--- src/rtl/core/gcml_pkg.sv ---
// gcml_pkg: shared types, constants and table reset values for the gradient color map
`timescale 1ns / 1ps
package gcml_pkg;

  localparam int unsigned MaxStops = 16;
  localparam int unsigned IdxBits  = 4;
  localparam int unsigned CntBits  = 5;
  localparam int unsigned PosBits  = 16;
  localparam int unsigned ChanBits = 8;
  localparam int unsigned ColBits  = 3 * ChanBits;
  localparam int unsigned NumBits  = PosBits + ChanBits;
  localparam int unsigned EntBits  = PosBits + ColBits;

  localparam logic [0:0] FuncWrite  = 1'b0;
  localparam logic [0:0] FuncLookup = 1'b1;

  localparam logic [CntBits-1:0] CountReset = 5'd2;
  localparam logic [CntBits-1:0] CountMax   = 5'd16;
  localparam logic [CntBits-1:0] CountMin   = 5'd2;

  localparam logic [0:0] RegStopCount = 1'b0;

  typedef enum logic [2:0] {
    StIdle,
    StLoad0,
    StScan,
    StMul,
    StDiv,
    StOut
  } state_e;

  typedef struct packed {
    logic load;
    logic step;
  } blend_ctl_t;

  typedef struct packed {
    logic [PosBits-1:0] pos;
    logic [ColBits-1:0] col;
  } entry_t;

  // table contents after reset: entry one is full scale white, the rest zero black
  function automatic entry_t reset_entry(input logic [IdxBits-1:0] idx);
    entry_t e;
    e.pos = '0;
    e.col = '0;
    if (idx == IdxBits'(1)) begin
      e.pos = '1;
      e.col = '1;
    end
    return e;
  endfunction

endpackage

--- src/rtl/core/gcml_blend.sv ---
// gcml_blend: one color channel, weighted sum and 8-step restoring division
`timescale 1ns / 1ps
module gcml_blend (
  input  logic                             clk_i,
  input  gcml_pkg::blend_ctl_t             ctl_i,
  input  logic [gcml_pkg::PosBits-1:0]     d_i,
  input  logic [gcml_pkg::PosBits-1:0]     len_i,
  input  logic [gcml_pkg::ChanBits-1:0]    c_lo_i,
  input  logic [gcml_pkg::ChanBits-1:0]    c_hi_i,
  output logic [gcml_pkg::ChanBits-1:0]    quot_o
);

  logic [gcml_pkg::NumBits-1:0]  p_hi, p_lo, num_init;
  logic [gcml_pkg::NumBits-1:0]  num_q, num_d;
  logic [gcml_pkg::NumBits-1:0]  den_q, den_d;
  logic [gcml_pkg::ChanBits-1:0] quot_q, quot_d;
  logic                          ge;

  assign p_hi     = {{gcml_pkg::ChanBits{1'b0}}, d_i} *
                    {{gcml_pkg::PosBits{1'b0}}, c_hi_i};
  assign p_lo     = {{gcml_pkg::ChanBits{1'b0}}, (len_i - d_i)} *
                    {{gcml_pkg::PosBits{1'b0}}, c_lo_i};
  assign num_init = p_hi + p_lo;
  assign ge       = (num_q >= den_q);

  always_comb begin
    num_d  = num_q;
    den_d  = den_q;
    quot_d = quot_q;
    if (ctl_i.load) begin
      num_d  = num_init;
      den_d  = {1'b0, len_i, {(gcml_pkg::ChanBits-1){1'b0}}};
      quot_d = '0;
    end else if (ctl_i.step) begin
      if (ge) begin
        num_d = num_q - den_q;
      end
      den_d  = den_q >> 1;
      quot_d = {quot_q[gcml_pkg::ChanBits-2:0], ge};
    end
  end

  always_ff @(posedge clk_i) begin
    num_q  <= num_d;
    den_q  <= den_d;
    quot_q <= quot_d;
  end

  assign quot_o = quot_q;

endmodule

--- src/rtl/core/gradient_color_map_lookup.sv ---
// gradient_color_map_lookup: stop table memory, segment scan and channel blend
`timescale 1ns / 1ps
// A write word (func 0) stores one stop into the 16-entry table and gives no result. A
// lookup word (func 1) reads the table one entry per cycle through its single synchronous
// read port: it fetches entry zero, tests one segment per entry read (up to 15), then, for
// a position strictly inside a segment, multiplies and runs restoring division for the three
// channels in parallel, and loads the output register; with stop_count below two it skips
// the scan. The load waits until the previous result has been taken. The result sits in
// the output register while the next word is taken. stop_count is written at byte address
// 0 of the APB port; values above 16 act as 16.
module gradient_color_map_lookup (
  input  logic                          clk_i,
  input  logic                          rst_ni,
  input  logic                          psel,
  input  logic                          penable,
  input  logic                          pwrite,
  input  logic [2:0]                    paddr,
  input  logic [31:0]                   pwdata,
  output logic [31:0]                   prdata,
  output logic                          pready,
  input  logic                          in_valid_i,
  output logic                          in_ready_o,
  input  logic                          func_i,
  input  logic [gcml_pkg::IdxBits-1:0]  stop_index_i,
  input  logic [gcml_pkg::PosBits-1:0]  stop_position_i,
  input  logic [gcml_pkg::ChanBits-1:0] stop_red_i,
  input  logic [gcml_pkg::ChanBits-1:0] stop_green_i,
  input  logic [gcml_pkg::ChanBits-1:0] stop_blue_i,
  input  logic [gcml_pkg::PosBits-1:0]  query_position_i,
  output logic                          out_valid_o,
  input  logic                          out_ready_i,
  output logic [gcml_pkg::ChanBits-1:0] out_red_o,
  output logic [gcml_pkg::ChanBits-1:0] out_green_o,
  output logic [gcml_pkg::ChanBits-1:0] out_blue_o,
  output logic                          in_range_o
);

  localparam int unsigned CB = gcml_pkg::ChanBits;

  gcml_pkg::state_e state_q, state_d;

  logic [gcml_pkg::CntBits-1:0] stop_count_q;
  logic                         cfg_wr;

  gcml_pkg::entry_t                mem_q [gcml_pkg::MaxStops];
  logic [gcml_pkg::MaxStops-1:0]   vld_q;
  gcml_pkg::entry_t                rd_data_q;
  logic                            rd_vld_q;
  logic [gcml_pkg::IdxBits-1:0]    rd_idx_q;
  logic                            rd_en;
  logic [gcml_pkg::IdxBits-1:0]    rd_addr;
  gcml_pkg::entry_t                ent;

  logic                            acc, acc_wr, acc_lk;
  logic [gcml_pkg::PosBits-1:0]    q_q;
  logic [gcml_pkg::CntBits-1:0]    cnt_q;
  logic [gcml_pkg::IdxBits-1:0]    idx_q;
  gcml_pkg::entry_t                prev_q;
  logic [gcml_pkg::ColBits-1:0]    first_col_q;
  logic [gcml_pkg::ColBits-1:0]    res_col_q;
  logic                            res_hit_q;
  logic                            sel_div_q;
  logic [gcml_pkg::PosBits-1:0]    d_q, len_q;
  logic [gcml_pkg::ColBits-1:0]    lo_col_q, hi_col_q;
  logic [2:0]                      div_cnt_q;

  logic                            hit_lo, hit_hi, in_seg, more;
  logic                            out_load;
  gcml_pkg::blend_ctl_t            bctl;
  logic [CB-1:0]                   q_red, q_green, q_blue;

  logic                            out_valid_q;
  logic [gcml_pkg::ColBits-1:0]    out_col_q;
  logic                            out_hit_q;

  // apb register
  assign pready = 1'b1;
  assign cfg_wr = psel & penable & pwrite & pready;
  assign prdata = (paddr[2] == gcml_pkg::RegStopCount) ?
                  {{(32-gcml_pkg::CntBits){1'b0}}, stop_count_q} : 32'd0;

  always_ff @(posedge clk_i or negedge rst_ni) begin
    if (!rst_ni) begin
      stop_count_q <= gcml_pkg::CountReset;
    end else if (cfg_wr && paddr[2] == gcml_pkg::RegStopCount) begin
      stop_count_q <= pwdata[gcml_pkg::CntBits-1:0];
    end
  end

  // input handshake
  assign in_ready_o = (state_q == gcml_pkg::StIdle);
  assign acc        = in_valid_i & in_ready_o;
  assign acc_wr     = acc & (func_i == gcml_pkg::FuncWrite);
  assign acc_lk     = acc & (func_i == gcml_pkg::FuncLookup);

  // stop table
  always_ff @(posedge clk_i) begin
    if (acc_wr) begin
      mem_q[stop_index_i] <= '{pos: stop_position_i,
                               col: {stop_red_i, stop_green_i, stop_blue_i}};
    end
    if (rd_en) begin
      rd_data_q <= mem_q[rd_addr];
      rd_vld_q  <= vld_q[rd_addr];
      rd_idx_q  <= rd_addr;
    end
  end

  always_ff @(posedge clk_i or negedge rst_ni) begin
    if (!rst_ni) begin
      vld_q <= '0;
    end else if (acc_wr) begin
      vld_q[stop_index_i] <= 1'b1;
    end
  end

  assign ent = rd_vld_q ? rd_data_q : gcml_pkg::reset_entry(rd_idx_q);

  // segment tests
  assign hit_lo = (prev_q.pos == q_q);
  assign hit_hi = (ent.pos == q_q);
  assign in_seg = (prev_q.pos < q_q) && (q_q < ent.pos);
  assign more   = (({1'b0, idx_q} + gcml_pkg::CntBits'(1)) < cnt_q);

  assign out_load = (state_q == gcml_pkg::StOut) && (!out_valid_q || out_ready_i);

  always_ff @(posedge clk_i or negedge rst_ni) begin
    if (!rst_ni) begin
      state_q <= gcml_pkg::StIdle;
    end else begin
      state_q <= state_d;
    end
  end

  always_comb begin
    state_d   = state_q;
    rd_en     = 1'b0;
    rd_addr   = '0;
    bctl      = '0;
    case (state_q)
      gcml_pkg::StIdle: begin
        if (acc_lk) begin
          rd_en   = 1'b1;
          state_d = gcml_pkg::StLoad0;
        end
      end
      gcml_pkg::StLoad0: begin
        rd_en   = 1'b1;
        rd_addr = gcml_pkg::IdxBits'(1);
        state_d = (cnt_q < gcml_pkg::CountMin) ? gcml_pkg::StOut : gcml_pkg::StScan;
      end
      gcml_pkg::StScan: begin
        rd_en   = 1'b1;
        rd_addr = idx_q + gcml_pkg::IdxBits'(1);
        if (hit_lo || hit_hi) begin
          state_d = gcml_pkg::StOut;
        end else if (in_seg) begin
          state_d = gcml_pkg::StMul;
        end else if (!more) begin
          state_d = gcml_pkg::StOut;
        end
      end
      gcml_pkg::StMul: begin
        bctl.load = 1'b1;
        state_d   = gcml_pkg::StDiv;
      end
      gcml_pkg::StDiv: begin
        bctl.step = 1'b1;
        if (div_cnt_q == 3'd7) begin
          state_d = gcml_pkg::StOut;
        end
      end
      gcml_pkg::StOut: begin
        if (out_load) begin
          state_d = gcml_pkg::StIdle;
        end
      end
      default: begin
        state_d = gcml_pkg::StIdle;
      end
    endcase
  end

  // lookup datapath
  always_ff @(posedge clk_i) begin
    case (state_q)
      gcml_pkg::StIdle: begin
        if (acc_lk) begin
          q_q   <= query_position_i;
          cnt_q <= (stop_count_q > gcml_pkg::CountMax) ? gcml_pkg::CountMax : stop_count_q;
        end
      end
      gcml_pkg::StLoad0: begin
        prev_q      <= ent;
        first_col_q <= ent.col;
        idx_q       <= gcml_pkg::IdxBits'(1);
        res_col_q   <= ent.col;
        res_hit_q   <= 1'b0;
        sel_div_q   <= 1'b0;
      end
      gcml_pkg::StScan: begin
        if (hit_lo) begin
          res_col_q <= prev_q.col;
          res_hit_q <= 1'b1;
        end else if (hit_hi) begin
          res_col_q <= ent.col;
          res_hit_q <= 1'b1;
        end else if (in_seg) begin
          d_q       <= q_q - prev_q.pos;
          len_q     <= ent.pos - prev_q.pos;
          lo_col_q  <= prev_q.col;
          hi_col_q  <= ent.col;
          res_hit_q <= 1'b1;
          sel_div_q <= 1'b1;
        end else if (more) begin
          prev_q <= ent;
          idx_q  <= idx_q + gcml_pkg::IdxBits'(1);
        end else begin
          res_col_q <= first_col_q;
          res_hit_q <= 1'b0;
        end
      end
      gcml_pkg::StMul: begin
        div_cnt_q <= 3'd0;
      end
      gcml_pkg::StDiv: begin
        div_cnt_q <= div_cnt_q + 3'd1;
      end
      default: begin
      end
    endcase
  end

  gcml_blend u_blend_red (
    .clk_i  (clk_i),
    .ctl_i  (bctl),
    .d_i    (d_q),
    .len_i  (len_q),
    .c_lo_i (lo_col_q[3*CB-1:2*CB]),
    .c_hi_i (hi_col_q[3*CB-1:2*CB]),
    .quot_o (q_red)
  );

  gcml_blend u_blend_green (
    .clk_i  (clk_i),
    .ctl_i  (bctl),
    .d_i    (d_q),
    .len_i  (len_q),
    .c_lo_i (lo_col_q[2*CB-1:CB]),
    .c_hi_i (hi_col_q[2*CB-1:CB]),
    .quot_o (q_green)
  );

  gcml_blend u_blend_blue (
    .clk_i  (clk_i),
    .ctl_i  (bctl),
    .d_i    (d_q),
    .len_i  (len_q),
    .c_lo_i (lo_col_q[CB-1:0]),
    .c_hi_i (hi_col_q[CB-1:0]),
    .quot_o (q_blue)
  );

  // output register
  always_ff @(posedge clk_i or negedge rst_ni) begin
    if (!rst_ni) begin
      out_valid_q <= 1'b0;
    end else if (out_load) begin
      out_valid_q <= 1'b1;
    end else if (out_ready_i) begin
      out_valid_q <= 1'b0;
    end
  end

  always_ff @(posedge clk_i) begin
    if (out_load) begin
      out_col_q <= sel_div_q ? {q_red, q_green, q_blue} : res_col_q;
      out_hit_q <= res_hit_q;
    end
  end

  assign out_valid_o = out_valid_q;
  assign out_red_o   = out_col_q[3*CB-1:2*CB];
  assign out_green_o = out_col_q[2*CB-1:CB];
  assign out_blue_o  = out_col_q[CB-1:0];
  assign in_range_o  = out_hit_q;

endmodule

--- config.mk ---
export PLATFORM = sky130hd
export DESIGN_NAME = gradient_color_map_lookup
export DESIGN_NICKNAME = d
export VERILOG_FILES = /design/src/rtl/core/gcml_pkg.sv /design/src/rtl/core/gcml_blend.sv /design/src/rtl/core/gradient_color_map_lookup.sv
export SDC_FILE = /design/constraint.sdc
export NUM_CORES = 2
export LEC_CHECK = 0
export BUFFER_PORTS_ARGS = -buffer_cell sky130_fd_sc_hd__buf_2
export CAP_MARGIN = 30
export CORE_MARGIN = 2
export CORE_UTILIZATION = 60
export CTS_CLUSTER_SIZE = 30
export DETAILED_ROUTE_END_ITERATION = 8
export GPL_TIMING_DRIVEN = 1
export PLACE_DENSITY = 0.77
export SYNTH_ARGS = -nofsm -noshare
export SYNTH_HDL_FRONTEND = slang
export SYNTH_HIERARCHICAL = 1
export SYNTH_SLANG_ARGS = --single-unit
export TNS_END_PERCENT = 1
--- constraint.sdc ---
create_clock -name clk_i -period 10 [get_ports clk_i]
set_clock_uncertainty 0.15 [all_clocks]
set_input_delay 2 -clock clk_i [delete_from_list [all_inputs] [get_ports clk_i]]
set_output_delay 2 -clock clk_i [all_outputs]
set_load 0.02 [all_outputs]
==> qor.yml <==
status:
  status: "finished, final reports clean"
placed_design:
  place_hpwl_mm: 125
  place.gp.congestion: 0.938
  port_buffers: 105
sta:
  finalSetupViolCount: 0
  relSlewSlack_pct: 31.0
  rsz0062_at_grt: "false"
  drv_slew: 0
  period_share_pct: 91.3
  hold_ws_ns: 0.258
  worst-slew-pin-transition_ns: 1.03
  finalHoldViolations: 0
  period_minus_slack_ns: 9.13
  clock.fmax_mhz: 110
  setup_tns_ns: 0
critical_path:
  rr_startpoint: "len_q[0]$_DFFE_PP_"
  start_kind: "flip-flop"
  max_stage_delay_ns: 0.80
  ff2ff_setup_slack_ns: 0.87
  endpoint_kind: "flip-flop"
  cp_slowest_cell: "edfxtp_1"
  crit_arrival_ns: 9.36
  cp-startpoint: "len_q[0]$_DFFE_PP_"
  cp.required_ns: 10.23
  crit_fanout: 8
  crit_type: "reg -> reg"
  worst_r2r_endpoint: "u_blend_green/num_q[21]$_DFFE_PP_"
  reg2reg_depth: 29
  cpMostUsedCell: "fa_1"
clock_tree:
  path_clk_slew_ns: 0.06
  cts_hold_buf: 0
  clock_latency_ns: 0.74
  cts_tree: "yes"
  cts_root_buffer: "clkbuf_16"
  cts_inserted_buffers: 110
  clock_path_buffers: 3
  postCtsSetupBuffers: 0
  cts_resized: 0
  clock-sinks: 1098
  htreeDepth: 3
min_path:
  hold_path_startpoint: "prev_q[15]$_DFFE_PP_"
  holdPathEnd: "lo_col_q[15]$_DFFE_PP_"
  whs_path_depth: 0
  hold_path.class: "reg -> reg"
layout:
  final_cell_mix: "edfxtp_1 (1028), inv_1 (964), nand2_1 (791)"
  syn_to_final_growth_pct: 7.41
  final_common_cell: "edfxtp_1"
  fillCellCount: 9193
  nets: 7540
  drive_above_1_share_pct: 10.1
routing:
  first_iter_violations: 5030
  drc: 0
  wl_per_cell_um: 23.3
  vias: 49693
  antenna_left: 0
  viasPerCell: 6.08
  first_pass_iters: 6
  routed_wl_mm: 190
synth:
  async_flop_share_pct: 2.28
  synth_cell_types: 113
  ys_seq_area_share_pct: 43.0
  synth-edff-count: 1028
  synth-main-ff-cell: "edfxtp_1"
  syn_avg_cell_area_um2: 11.8
  syn_inst: 6387
  synth_seq_cells: 1098
  synth_area_um2: 75400
  yosys_warnings: 6
die:
  rows: 130
  io_pins: 163
  start_util_pct: 60.2
  die_y_um: 359
  dieWidth_um: 359
  die_area_um2: 129000
  core_area_um2: 125000
global_routing:
  grt_max_degree: 180
  grt_pass1_wl_mm: 293
  track_usage_pct: 30.1
  overflow: 0
  grt_pass1_vias: 50675
  antenna_found_initial: 12
job:
  timing.max_cap.violations: 0
[sequential cells by signal (all words and copies together), names as in the netlist, 16 cells and up]
signal	flops
first_col_q	24
u_blend_blue/den_q	23
len_q	16
rd_data_q	40
hi_col_q	24
vld_q	16
u_blend_green/num_q	24
res_col_q	24
u_blend_red/num_q	24
d_q	16
q_q	16
out_col_q	24
u_blend_red/den_q	23
prev_q	40
lo_col_q	24
u_blend_blue/num_q	24
u_blend_green/den_q	23
mem_q	640
[worst max-delay path, delay by kind of cell (launching register included)]
family / cells / cell delay [ns]
adders and majority gates: 9 / 4.08
muxes: 2 / 0.35
DFF: 1 / 0.80
AOI/OAI and AO/OA: 8 / 1.80
and+or+nand+nor: 5 / 0.88
buffers and inverters: 4 / 0.28
xor gates and xnor gates: 1 / 0.43
[stage by stage]
stage | area, µm² | utilization, % | worst slack [ns] | std cells
final | 81000 | 64.7 | 0.875 | 8170
after detailed placement | 77400 | 61.8 | 1.12 | 7962
after global routing | 81000 | 64.7 | 0.405 | 8166
after CTS | 81000 | 64.7 | 1.06 | 8165
after global placement | 77400 | 61.8 | 1.22 | 7959
after floorplan | 75500 | - | 2.06 | 6413
[cell families (layout without fill, tap and decap cells)]
group / count (synthesis) / count (layout) / share of synthesized area [%]
AND/OR/NAND/NOR: 1768 / 1768 / 11.3
buffers and inverters: 1255 / 1357 / 6.86
flip-flops: 1098 / 1098 / 43.0
adder cells (fa/ha/maj): 1013 / 1013 / 23.1
AO/OA/AOI/OAI: 786 / 786 / 7.10
multiplexers: 296 / 296 / 6.72
XOR/XNOR: 169 / 169 / 1.96
other: 2 / 33 / 0.00996
[final cells by class]
cell class	count	area, µm²	share of cell area, %
multi-input cells	4060	38100	47.1
flip-flops and latches	1098	32400	40.0
inverters	968	3640	4.49
clock buffers	131	2900	3.58
well taps	1650	2060	2.55
repair buffers	186	1180	1.45
clock inverters	72	702	0.866
diodes	5	12.5	0.0154
[per-layer routing]
metal,vias to the layer above,share of wire [%],track usage [%]
li1,21803,-,-
met1,24973,38,39.3
met2,2379,48,49.8
met3,520,8.6,5.02
met4,18,4.9,13.8
met5,-,0.060,0
[how the worst max path moves through the flow]
stage,slack (ns),cells after the start,end
after floorplan,2.06,28,u_blend_green/num_q[23]$_DFFE_PP_
after global placement,1.22,26,u_blend_green/num_q[21]$_DFFE_PP_
after detailed placement,1.12,29,u_blend_green/num_q[21]$_DFFE_PP_
after CTS,1.06,29,u_blend_green/num_q[21]$_DFFE_PP_
after global routing,0.41,26,u_blend_green/num_q[21]$_DFFE_PP_
final,0.87,29,u_blend_green/num_q[21]$_DFFE_PP_
[cells in the mapped netlist, types with 92 or more instances]
| cell | number | area, µm² |
|---|---|---|
| edfxtp_1 | 1028 | 30900 |
| inv_1 | 965 | 3620 |
| nand2_1 | 793 | 2980 |
| fa_1 | 632 | 12700 |
| ha_1 | 381 | 4770 |
| and2_1 | 263 | 1650 |
| nor2_1 | 205 | 769 |
| clkbuf_1 | 197 | 739 |
| a21oi_1 | 172 | 861 |
| mux4_2 | 163 | 3670 |
| o21ai_0 | 149 | 746 |
| xnor2_1 | 100 | 876 |
| mux2i_1 | 94 | 941 |
| a21o_1 | 92 | 691 |
| nor2b_1 | 92 | 576 |
Power is not shown: default switching activity piles up to over one toggle a cycle in this logic, so the estimate is an artifact.
